==> src/hdl/strip_fan_triangle_assembler_defines.svh <==
// Assertion helpers shared by the block's modules.
`ifndef STRIP_FAN_TRIANGLE_ASSEMBLER_DEFINES_SVH
`define STRIP_FAN_TRIANGLE_ASSEMBLER_DEFINES_SVH

// same-cycle implication
`define SFTA_ASSERT_NOW(label, ante, cons) \
	label: assert property (@(posedge clk) disable iff (!arst_n) (ante) |-> (cons)) \
		else $error("sfta assertion failed");

// next-cycle implication
`define SFTA_ASSERT_NEXT(label, ante, cons) \
	label: assert property (@(posedge clk) disable iff (!arst_n) (ante) |=> (cons)) \
		else $error("sfta assertion failed");

`endif

==> src/hdl/sfta_pkg.sv <==
package sfta_pkg;

	typedef struct packed {
		logic signed [15:0] v;
		logic signed [15:0] u;
		logic [14:0]        nrm;
		logic [14:0]        vtx;
	} corner_t;

	typedef struct packed {
		corner_t [2:0] c;
	} tri_t;

	typedef struct packed {
		logic full;
		logic empty;
	} tq_status_t;

	localparam int TQ_DEPTH = 2;
	localparam int TQ_AW    = $clog2(TQ_DEPTH);

	localparam logic [1:0] REG_VTOTAL = 2'd0;
	localparam logic [1:0] REG_NTOTAL = 2'd1;
	localparam logic [1:0] REG_OLIMIT = 2'd2;

	localparam logic [14:0] VTOTAL_RST = 15'd2048;
	localparam logic [14:0] NTOTAL_RST = 15'd2048;
	localparam logic [15:0] OLIMIT_RST = 16'd32768;

	localparam logic [16:0] TRI_CORNERS = 17'd3;
	localparam logic [16:0] STOP_MARGIN = 17'd100;

endpackage

==> src/hdl/strip_fan_triangle_assembler.sv <==
// Takes one command word per cycle (full only rises when the triangle queue backs up).
// A triangle is queued on its vertex's last word and loaded into the corner register before
// its first corner reaches the result ports. While pop is held the corner serializer
// gives one corner per cycle; a vertex needs 4 words, so at most 3 corners per 4 words,
// and two triangles of queue absorb short output stalls. arst_n clears control state and
// loads the register reset values; after a stop only reset restarts the stream.
module strip_fan_triangle_assembler
	import sfta_pkg::*;
#(
	parameter int MAX_PRIMITIVE_VERTICES = 50
) (
	input  logic               clk,
	input  logic               arst_n,
	input  logic               cfg_write,
	input  logic [1:0]         cfg_index,
	input  logic [15:0]        cfg_data,
	input  logic               push,
	output logic               full,
	input  logic signed [15:0] word,
	output logic               empty,
	input  logic               pop,
	output logic [14:0]        vtx_idx,
	output logic [14:0]        nrm_idx,
	output logic signed [15:0] tex_u,
	output logic signed [15:0] tex_v,
	output logic               last
);

	logic       tri_push, take;
	tri_t       tri_data, head;
	tq_status_t tq;

	assign full = tq.full;

	sfta_front #(
		.MAX_PRIMITIVE_VERTICES(MAX_PRIMITIVE_VERTICES)
	) u_front (
		.clk      (clk),
		.arst_n   (arst_n),
		.cfg_write(cfg_write),
		.cfg_index(cfg_index),
		.cfg_data (cfg_data),
		.accept   (push && !tq.full),
		.word     (word),
		.tri_push (tri_push),
		.tri_data (tri_data)
	);

	sfta_tri_queue u_queue (
		.clk   (clk),
		.arst_n(arst_n),
		.push  (tri_push),
		.wdata (tri_data),
		.take  (take),
		.rdata (head),
		.status(tq)
	);

	sfta_back u_back (
		.clk    (clk),
		.arst_n (arst_n),
		.head   (head),
		.tq     (tq),
		.take   (take),
		.pop    (pop),
		.empty  (empty),
		.vtx_idx(vtx_idx),
		.nrm_idx(nrm_idx),
		.tex_u  (tex_u),
		.tex_v  (tex_v),
		.last   (last)
	);

endmodule

==> src/hdl/sfta_front.sv <==
module sfta_front
	import sfta_pkg::*;
#(
	parameter int MAX_PRIMITIVE_VERTICES = 50
) (
	input  logic               clk,
	input  logic               arst_n,
	input  logic               cfg_write,
	input  logic [1:0]         cfg_index,
	input  logic [15:0]        cfg_data,
	input  logic               accept,
	input  logic signed [15:0] word,
	output logic               tri_push,
	output tri_t               tri_data
);

	localparam logic [1:0] PH_CMD  = 2'd0;
	localparam logic [1:0] PH_VTX  = 2'd1;
	localparam logic [1:0] PH_SKIP = 2'd2;
	localparam logic [15:0] MAXV = 16'(MAX_PRIMITIVE_VERTICES);

	logic [14:0] vtot_q, ntot_q;
	logic [15:0] olim_q;
	logic [1:0]  phase_q;
	logic        fan_q;
	logic [5:0]  vleft_q;
	logic [5:0]  vnum_q;
	logic [1:0]  wiv_q;
	logic [17:0] skip_q;
	logic [15:0] emit_q;
	logic        halt_q;
	corner_t     h0_q, h1_q, cur_q;

	logic        live;
	logic [15:0] mag;
	logic [14:0] vtx_cl, nrm_cl;
	corner_t     done_c;
	logic        vtx_end, room, emit;
	logic [15:0] emit_nx;

	assign live    = accept && !halt_q;
	assign mag     = word[15] ? (~word + 16'd1) : word;
	assign vtx_cl  = (word[15] || word[14:0] >= vtot_q) ? 15'd0 : word[14:0];
	assign nrm_cl  = (word[15] || word[14:0] >= ntot_q) ? 15'd0 : word[14:0];
	assign vtx_end = live && (phase_q == PH_VTX) && (wiv_q == 2'd3);
	assign room    = ({1'b0, emit_q} + TRI_CORNERS) < {1'b0, olim_q};
	assign emit    = vtx_end && (vnum_q >= 6'd2) && room;
	assign emit_nx = emit ? (emit_q + 16'd3) : emit_q;

	always_comb begin
		done_c   = cur_q;
		done_c.v = word;
	end

	// strip odd vertices swap the first two corners to keep winding
	always_comb begin
		tri_push = emit;
		tri_data.c[2] = done_c;
		if (!fan_q && vnum_q[0]) begin
			tri_data.c[0] = h1_q;
			tri_data.c[1] = h0_q;
		end else begin
			tri_data.c[0] = h0_q;
			tri_data.c[1] = h1_q;
		end
	end

	always_ff @(posedge clk or negedge arst_n) begin
		if (!arst_n) begin
			vtot_q <= VTOTAL_RST;
			ntot_q <= NTOTAL_RST;
			olim_q <= OLIMIT_RST;
		end else if (cfg_write) begin
			case (cfg_index)
				REG_VTOTAL: vtot_q <= cfg_data[14:0];
				REG_NTOTAL: ntot_q <= cfg_data[14:0];
				REG_OLIMIT: olim_q <= cfg_data;
				default: ;
			endcase
		end
	end

	always_ff @(posedge clk) begin
		if (live && phase_q == PH_VTX) begin
			case (wiv_q)
				2'd0: cur_q.vtx <= vtx_cl;
				2'd1: cur_q.nrm <= nrm_cl;
				2'd2: cur_q.u   <= word;
				default: begin
					cur_q.v <= word;
					if (vnum_q == 6'd0) begin
						h0_q <= done_c;
					end else if (vnum_q == 6'd1 || fan_q) begin
						h1_q <= done_c;
					end else begin
						h0_q <= h1_q;
						h1_q <= done_c;
					end
				end
			endcase
		end
	end

	always_ff @(posedge clk or negedge arst_n) begin
		if (!arst_n) begin
			phase_q <= PH_CMD;
			fan_q   <= 1'b0;
			vleft_q <= '0;
			vnum_q  <= '0;
			wiv_q   <= '0;
			skip_q  <= '0;
			emit_q  <= '0;
			halt_q  <= 1'b0;
		end else if (live) begin
			case (phase_q)
				PH_SKIP: begin
					if (skip_q <= 18'd1) begin
						skip_q  <= '0;
						phase_q <= PH_CMD;
					end else begin
						skip_q <= skip_q - 18'd1;
					end
				end
				PH_VTX: begin
					wiv_q <= wiv_q + 2'd1;
					if (wiv_q == 2'd3) begin
						emit_q <= emit_nx;
						vnum_q <= vnum_q + 6'd1;
						if (vleft_q <= 6'd1) begin
							vleft_q <= '0;
							phase_q <= PH_CMD;
							if (({1'b0, emit_nx} + STOP_MARGIN) > {1'b0, olim_q})
								halt_q <= 1'b1;
						end else begin
							vleft_q <= vleft_q - 6'd1;
						end
					end
				end
				default: begin
					phase_q <= PH_CMD;
					if (word != 16'sd0) begin
						fan_q <= word[15];
						if (mag < 16'd3 || mag > MAXV) begin
							skip_q  <= {mag, 2'b00};
							phase_q <= PH_SKIP;
						end else begin
							vleft_q <= mag[5:0];
							vnum_q  <= '0;
							wiv_q   <= '0;
							phase_q <= PH_VTX;
						end
					end
				end
			endcase
		end
	end

endmodule

==> src/hdl/sfta_tri_queue.sv <==
`include "strip_fan_triangle_assembler_defines.svh"

module sfta_tri_queue
	import sfta_pkg::*;
(
	input  logic       clk,
	input  logic       arst_n,
	input  logic       push,
	input  tri_t       wdata,
	input  logic       take,
	output tri_t       rdata,
	output tq_status_t status
);

	tri_t             mem_q [TQ_DEPTH];
	logic [TQ_AW-1:0] wp_q, rp_q;
	logic [TQ_AW:0]   cnt_q;
	logic             do_take;

	assign status.full  = (cnt_q == (TQ_AW+1)'(TQ_DEPTH));
	assign status.empty = (cnt_q == '0);
	assign do_take      = take && !status.empty;
	assign rdata        = mem_q[rp_q];

	always_ff @(posedge clk) begin
		if (push)
			mem_q[wp_q] <= wdata;
	end

	always_ff @(posedge clk or negedge arst_n) begin
		if (!arst_n) begin
			wp_q  <= '0;
			rp_q  <= '0;
			cnt_q <= '0;
		end else begin
			if (push)
				wp_q <= (wp_q == TQ_AW'(TQ_DEPTH - 1)) ? '0 : wp_q + 1'b1;
			if (do_take)
				rp_q <= (rp_q == TQ_AW'(TQ_DEPTH - 1)) ? '0 : rp_q + 1'b1;
			case ({push, do_take})
				2'b10:   cnt_q <= cnt_q + 1'b1;
				2'b01:   cnt_q <= cnt_q - 1'b1;
				default: ;
			endcase
		end
	end

	`SFTA_ASSERT_NOW(a_tq_no_overflow, push, !status.full)
	`SFTA_ASSERT_NOW(a_tq_cnt_bound, 1'b1, cnt_q <= (TQ_AW+1)'(TQ_DEPTH))

endmodule

==> src/hdl/sfta_back.sv <==
`include "strip_fan_triangle_assembler_defines.svh"

module sfta_back
	import sfta_pkg::*;
(
	input  logic              clk,
	input  logic              arst_n,
	input  tri_t              head,
	input  tq_status_t        tq,
	output logic              take,
	input  logic              pop,
	output logic              empty,
	output logic [14:0]       vtx_idx,
	output logic [14:0]       nrm_idx,
	output logic signed [15:0] tex_u,
	output logic signed [15:0] tex_v,
	output logic              last
);

	tri_t       cur_q;
	logic [1:0] cnt_q;
	logic       valid_q;
	logic       pop_ok, free;
	corner_t    sel;

	assign pop_ok = pop && valid_q;
	assign free   = !valid_q || (pop_ok && cnt_q == 2'd2);
	assign take   = free && !tq.empty;
	assign empty  = !valid_q;

	always_comb begin
		case (cnt_q)
			2'd0:    sel = cur_q.c[0];
			2'd1:    sel = cur_q.c[1];
			default: sel = cur_q.c[2];
		endcase
	end

	assign vtx_idx = sel.vtx;
	assign nrm_idx = sel.nrm;
	assign tex_u   = sel.u;
	assign tex_v   = sel.v;
	assign last    = (cnt_q == 2'd2);

	always_ff @(posedge clk) begin
		if (take)
			cur_q <= head;
	end

	always_ff @(posedge clk or negedge arst_n) begin
		if (!arst_n) begin
			cnt_q   <= '0;
			valid_q <= 1'b0;
		end else if (take) begin
			cnt_q   <= '0;
			valid_q <= 1'b1;
		end else if (free) begin
			valid_q <= 1'b0;
		end else if (pop_ok) begin
			cnt_q <= cnt_q + 2'd1;
		end
	end

	`SFTA_ASSERT_NOW(a_bk_corner_range, valid_q, cnt_q != 2'd3)
	`SFTA_ASSERT_NEXT(a_bk_drain, pop_ok && cnt_q == 2'd2 && tq.empty, !valid_q)

endmodule
==> config.mk <==
export PLATFORM = sky130hd
export DESIGN_NAME = strip_fan_triangle_assembler
export DESIGN_NICKNAME = d
export VERILOG_FILES = /design/src/hdl/sfta_pkg.sv /design/src/hdl/strip_fan_triangle_assembler.sv /design/src/hdl/sfta_front.sv /design/src/hdl/sfta_tri_queue.sv /design/src/hdl/sfta_back.sv
export VERILOG_INCLUDE_DIRS = /design/src /design/src/hdl
export SDC_FILE = /design/constraint.sdc
export NUM_CORES = 1
export LEC_CHECK = 0
export ABC_AREA = 1
export BUFFER_PORTS_ARGS = -buffer_cell sky130_fd_sc_hd__buf_2
export CORE_AREA = 2 2 306 278
export CTS_BUF_LIST = sky130_fd_sc_hd__clkbuf_8 sky130_fd_sc_hd__clkbuf_16
export DETAILED_ROUTE_END_ITERATION = 10
export DIE_AREA = 0 0 308 280
export SYNTH_ARGS = -nofsm -noshare
export SYNTH_HDL_FRONTEND = slang
export SYNTH_SLANG_ARGS = --single-unit
==> constraint.sdc <==
create_clock -name clk -period 12.6 [get_ports clk]
set_input_delay 0 -clock clk [delete_from_list [all_inputs] [get_ports clk]]
set_output_delay 0 -clock clk [all_outputs]
set_load 0.02 [all_outputs]
== Word-level counts from Yosys, hierarchy flattened ==
Memories as Yosys holds them, arrays and structs flattened. A register that Yosys moved wholly into a read port is not among the register bits.
Index checks and enable logic that the tools add are counted.

* Bits in registers: 275
* Bits in writable memories: 372
* Memories: 1

* Add/subtract/negate cells: 13
* Order comparisons: 9
* Equal/unequal tests: 19
* Muxes and demuxes: 38
* Bitwise operators: 6
* Reduce and logical (&&, ||, !) cells: 51

{| class="wikitable"
|+ Memory list
! memory !! depth !! bits a word !! read ports !! clocked after memory_dff !! wr ports !! RTL line !! source
|-
| u_queue.mem_q || 2 || 186 || 1 || 1 || 1 || sfta_tri_queue.sv:15 || <nowiki>tri_t mem_q [TQ_DEPTH];</nowiki>
|}

{| class="wikitable"
|+ Operator list
! operator !! number
|-
| 124-bit two-way mux || 1
|-
| 62-bit two-way mux || 2
|-
| 62-bit one-hot mux with 2 select lines || 1
|-
| 18-bit two-way mux || 3
|-
| 6-bit two-way mux || 7
|-
| 18-bit one-hot mux with 2 select lines || 1
|-
| 16-bit two-way mux || 2
|-
| 15-bit greater-or-equal comparator || 2
|-
| 6-bit one-hot mux with 2 select lines || 2
|-
| 2-bit two-way mux || 10
|-
| 18-bit by 1-bit less-or-equal comparator with 1-bit output, second input constant || 1
|-
| 18-bit by 1-bit subtractor with 18-bit output, second input constant || 1
|-
| 16-bit by 2-bit adder with 17-bit output, second input constant || 1
|-
| 16-bit by 7-bit adder with 17-bit output, second input constant || 1
|-
| 17-bit by 16-bit greater-than comparator with 1-bit output || 1
|-
| 17-bit by 16-bit < comparator with 1-bit output || 1
|-
| 16-bit by 1-bit adder with 16-bit output, second input constant || 1
|-
| 16-bit by 2-bit adder with 16-bit output, second input constant || 1
|-
| 16-bit by 6-bit greater-than comparator with 1-bit output, second input constant || 1
|-
| 16-bit by 2-bit < comparator with 1-bit output, second input constant || 1
|-
| 16-bit inverter || 1
|-
| 16-bit nonzero test || 1
|-
| 2-bit == test, second input constant || 7
|-
| 2-bit AND reduction || 7
|-
| 25 further kinds || 79
|}

== Logic depth before layout (Yosys ltp) ==
* Depth in word-level cells: 12
* Depth in mapped cells: 40
* Mapped depth without buffers: 40

== Cells and area by module ==
From an unflattened synthesis, not the netlist that was laid out.

* Cells, all modules: 3299
* Area total of the unflattened synthesis: 35823.1 sq um

{| class="wikitable"
|+ Modules (own cells, without submodules)
! module !! times used !! cells an instance !! area each (sq um) !! sequential area each (sq um)
|-
| sfta_front || 1 || 1818 || 15088.2 || 7561.0
|-
| sfta_tri_queue || 1 || 1001 || 13784.5 || 11270.8
|-
| sfta_back || 1 || 478 || 6940.4 || 5660.4
|-
| strip_fan_triangle_assembler || 1 || 2 || 10.0 || 0.0
|}

== Worst setup path before layout ==
OpenSTA, ideal clock, no wires.

* Path kind: flip-flop to flip-flop
* Start: register u_front.emit_q[0]
* End: memory u_queue.mem_q[1][0] (netlist bit), enable pin
* Setup time: 0.736 ns
* Data arrival time: 10.084 ns
* Slack: 1.780 ns
* Stages on the path, launching flop included: 18
* Buffers on the path: 1
* Cell sequence: dfrtp_1 -> inv_1 -> ha_1 -> nor2_4 -> nand2_1 -> nor2_1 -> nand2_1 -> xor2_1 -> inv_1 -> ha_1 -> a21oi_1 -> nor2_1 -> nor2_1 -> nand3_2 -> nor2_4 -> nand2_4 -> buf_2 -> nor2_1

* Word-level cells in the longest chain between the ends: 5

{| class="wikitable"
|+ Ends and longest elaborated chain
! item !! RTL line !! source
|-
| start, declared || sfta_front.sv:30 || <nowiki>logic [15:0] emit_q;</nowiki>
|-
| start signal, assigned || sfta_front.sv:127 || <nowiki>emit_q <= emit_nx;</nowiki>
|-
| 16-bit by 2-bit adder with 17-bit output || sfta_front.sv:46 || <nowiki>assign room = ({1'b0, emit_q} + TRI_CORNERS) < {1'b0, olim_q};</nowiki>
|-
| 17-bit by 16-bit < comparator with 1-bit output || sfta_front.sv:46 ||
|-
| 1-bit logical AND || sfta_front.sv:47 || <nowiki>assign emit = vtx_end && (vnum_q >= 6'd2) && room;</nowiki>
|-
| 1-bit two-way mux || sfta_tri_queue.sv:26 || <nowiki>if (push)</nowiki>
|-
| 1-bit two-way mux (not written as such) || sfta_tri_queue.sv:27 || <nowiki>mem_q[wp_q] <= wdata;</nowiki>
|-
| end, declared || sfta_tri_queue.sv:15 ||
|}

Every way passes these cells.

== Final worst setup path ==
* Start: register u_front.emit_q[0]
* End: memory u_queue.mem_q[0][36] (netlist bit), enable pin

Same word-level chain as after synthesis.

==> metrics.txt <==
detailed-route via count between 20,000 and 25,000; net count after synthesis approximately 3,300; Clock Latency Late Sink between 0.6 and 0.7 ns; Die Y-Extent 280 um; final antenna diode count 0; share of post-route cells with drive strength above 1 between 10% and 20%; Worst path max stage delay ~0.85 ns; aggregate global routing overflow 0; post-synth design cell area 35,510 um^2; initial antenna violation count 2; internal cell power ~4.6 mW; combinational fraction of design power between 3 and 4%; post-synthesis average cell area 11.13 um^2; pre-CTS setup slack between 6 and 7 ns; leakage power summed over all cells around 17 nW; number of buffer cells added on primary ports between 100 and 150; outcome completed; switching share of power 21.02%; Post-Place Cells between 4,000 and 5,000; count of endpoints failing setup in the final report 0; Post-synth EDFFs 728; path category of the worst min-delay check input pin to register; overall routing resource usage between 10% and 20%; Setup Skew 0.03025 ns; Peak VDD IR approximately 0.11 mV; gpl congestion roughly 0.86; DRC marker count from the first detailed-route iteration about 1,800; H-tree depth reported by CTS 3; wirelength, routed a little under 80 mm; wire length on met2 around 37 mm; number of standard-cell rows in the floorplan roughly 100; Largest delay share family, worst path simple AND/OR/NAND/NOR gates; antenna viol nets, final 0; post-route total power ~5.8 mW; clock root buffer master clkbuf_16; wire length of the first global-routing pass between 100 and 150 mm; count of filler cells inserted in the layout roughly 7,400; category of the critical setup timing path register to register; slowest CP cell nor2_4; maximum capacitance violations 0; largest net degree at the start of global routing 116; count of boundary I/O pins 104; Post-synth top flop edfxtp_1; area of the multi-input gates between 9000 and 10,000 um^2; portion of the post-synthesis area used by sequential elements 68.97%; number of DRC violations after detailed routing 0; #FFs+latches synth 833; share of async-settable or async-resettable flops after synthesis about an eighth; total die area 86,240 um^2; critical path required time around 13 ns; Finished Cell Area between 40,000 and 50,000 um^2; NetSw approximately 1.2 mW; post-route worst setup slack between 7 and 8 ns; Num CTS Buffers 88; RSZ-0062 raised after global routing false; Final min period between 5 and 6 ns; launching element type of the critical path register; routed length on met3 approximately 3.9 mm; total iterations of the first detailed-routing run 7; Slew HR between 20 and 30%; warning count from the yosys run 0; top routing layer in use met4; cell count after synthesis 3,190; Pins Over Slew Limit 0; power density over cell area about 140 nW/um^2; arrival time of data at the critical path endpoint between 5 and 6 ns; Vias per Instance between 4 and 5; commonest cells after routing, fill and taps aside 1,082 x nand2_1, 728 x edfxtp_1, 275 x inv_1; half-perimeter wire length after detailed placement 46.71 mm; number of distinct library cells after synthesis 50; largest fanout on the critical path 56; Clock Power Share around 45%; Flop pwr share between 50% and 60%; per-cell routed wire length approximately 18 um; clk sink count 833; nets 3,443; area of the core region around 83,000 um^2; overall die width 308 um; element type at the critical path end register; most common cell after layout, fill and taps aside nand2_1; Finished Layout Cells around 4,500; number of buffer and inverter instances along the worst setup path 4; final sum of negative setup slack 0 ns; vias in the first global route around 21,000; Fin. Hold Viols 0; slew at the pin closest to its max-slew limit roughly 1.0 ns; clk buf depth 3; final period utilization 43.79%; fmax ~180 MHz; number of buffers added for setup after CTS 0; area overhead of the layout relative to synthesis 14.01%; effective utilization at floorplan 42.57%; area used by sequential logic in the layout approximately 24,000 um^2; Placed Instance Area ~37,000 um^2; detailed-routing wirelength on met1 roughly 37 mm; clock transition at the registers of the reported paths 0.06 ns; cell breakdown of the critical path inv_1 > ha_1 > nor2_4 > nand2_1 > nor2_1 > nand2_1 > xor2_1 > inv_1 > ha_1 > a21oi_1 > nor2_1 > nor2_1 > nand3_2 > nor2_4 > nand2_4 > nor2_4 > buf_4 > buf_4; TritonCTS clock tree done
## worst register-to-register path: cells and delay by family, from the launching register on
kind	cells	cell delay (ns)
compound gates	1	0.13
xor+xnor	1	0.23
fa+ha+maj	2	0.54
buf+inv	4	1.61
flops	1	0.39
simple gates	10	2.22
## state kept, by name, summed over array words and instances, names as in the netlist, 6 cells and up
signal / flops
u_back.cur_q: 186
u_front.emit_q: 16
u_front.h0_q: 62
u_front.h1_q: 62
u_front.ntot_q: 15
u_front.olim_q: 16
u_front.skip_q: 18
u_front.tri_data: 46
u_front.vleft_q: 6
u_front.vnum_q: 6
u_front.vtot_q: 15
u_queue.mem_q: 372
## through the flow
| stage | utilization [%] | hold slack [ns] |
|---|---|---|
| 2_1_floorplan | - | -0.2956 |
| 3_3_place_gp | 44.55 | 0.05920 |
| 3_5_place_dp | 44.55 | 0.06101 |
| 4_1_cts | 48.54 | 0.1051 |
| 5_1_grt | 48.54 | 0.1737 |
| 6_report | 48.54 | 0.1333 |
## power groups by stage
stage | clock, mW | sequential, mW | combinational (mW)
after floorplan | 0 | 3.06 | 0.117
after global placement | 0 | 3.06 | 0.184
after detailed placement | 0 | 3.06 | 0.187
after CTS | 2.64 | 3.00 | 0.198
after global routing | 2.76 | 3.01 | 0.230
final | 2.59 | 3.01 | 0.198
## routing by layer
metal  vias to the layer above  track usage, %
met5                         -               0
met4                         0           5.003
met3                       107           3.210
met2                       461           29.64
met1                     10590           26.80
li1                      11020               -
## layout make-up
cell class	count	area share (%)
clock inverters	71	1.589
clock buffers	93	5.665
repair buffers	171	2.813
multi-input cells	1961	23.58
well taps	1081	3.341
inverters	266	2.507
flip-flops and latches	833	60.51
## cell usage after synthesis, types with 2 or more instances
cell	count	area share [%]
o21ai_0	196	2.8
or2_2	4	0.070
inv_2	11	0.12
xnor2_1	9	0.22
ha_1	83	2.9
nand4_1	26	0.46
o211ai_1	3	0.063
o21bai_1	2	0.042
nand2_1	1083	11
inv_1	252	2.7
buf_2	5	0.070
o21ai_2	2	0.049
nand2_4	10	0.32
a41oi_1	2	0.049
dfstp_2	3	0.22
edfxtp_1	728	62
o22ai_1	17	0.30
dfrtp_1	102	7.2
nand3_2	6	0.17
nor2_2	7	0.12
xor2_1	41	1.0
clkbuf_1	114	1.2
buf_4	3	0.063
o31ai_1	2	0.042
nand3_1	77	1.1
nor3_2	3	0.085
nand2_2	17	0.30
o21ai_1	5	0.070
nand3b_1	3	0.063
nor2_1	189	2.0
a22oi_1	62	1.3
nor2_4	4	0.13
a21oi_1	86	1.2
nor3_1	12	0.17
nor4_1	2	0.035
buf_1	5	0.053
## worst paths after layout
kind | startpoint | to | slack, ns | depth (start not counted)
worst max-delay path | u_front.emit_q[0] | u_queue.mem_q[0][36] | 7.08 | 18
worst min-delay path | cfg_data[15] | u_front.olim_q[15] | 0.13 | 4
worst max register to register | u_front.emit_q[0] | u_queue.mem_q[0][36] | 7.08 | 18
worst min register to register | u_front.olim_q[9] | u_front.olim_q[9] | 0.48 | 2
max in group asynchronous | arst_n | u_front.olim_q[13] | 11.29 | 4
min in group asynchronous | arst_n | u_front.olim_q[15] | 0.45 | 3
## logic make-up (layout without fill, tap and decap cells)
| family | after synthesis | count (layout) | share of synthesized area (%) |
|---|---|---|---|
| compound gates | 381 | 381 | 6.015 |
| flops | 833 | 833 | 68.97 |
| buf+inv | 396 | 601 | 4.302 |
| simple gates | 1447 | 1447 | 16.55 |
| fa+ha+maj | 83 | 83 | 2.925 |
| xor+xnor | 50 | 50 | 1.233 |
## timing repair
action	4_1_cts	5_1_grt
hold endpoints to repair	181	0
gates resized for setup	0	0
hold buffers	37	0
(Power assumes the default switching activity.)
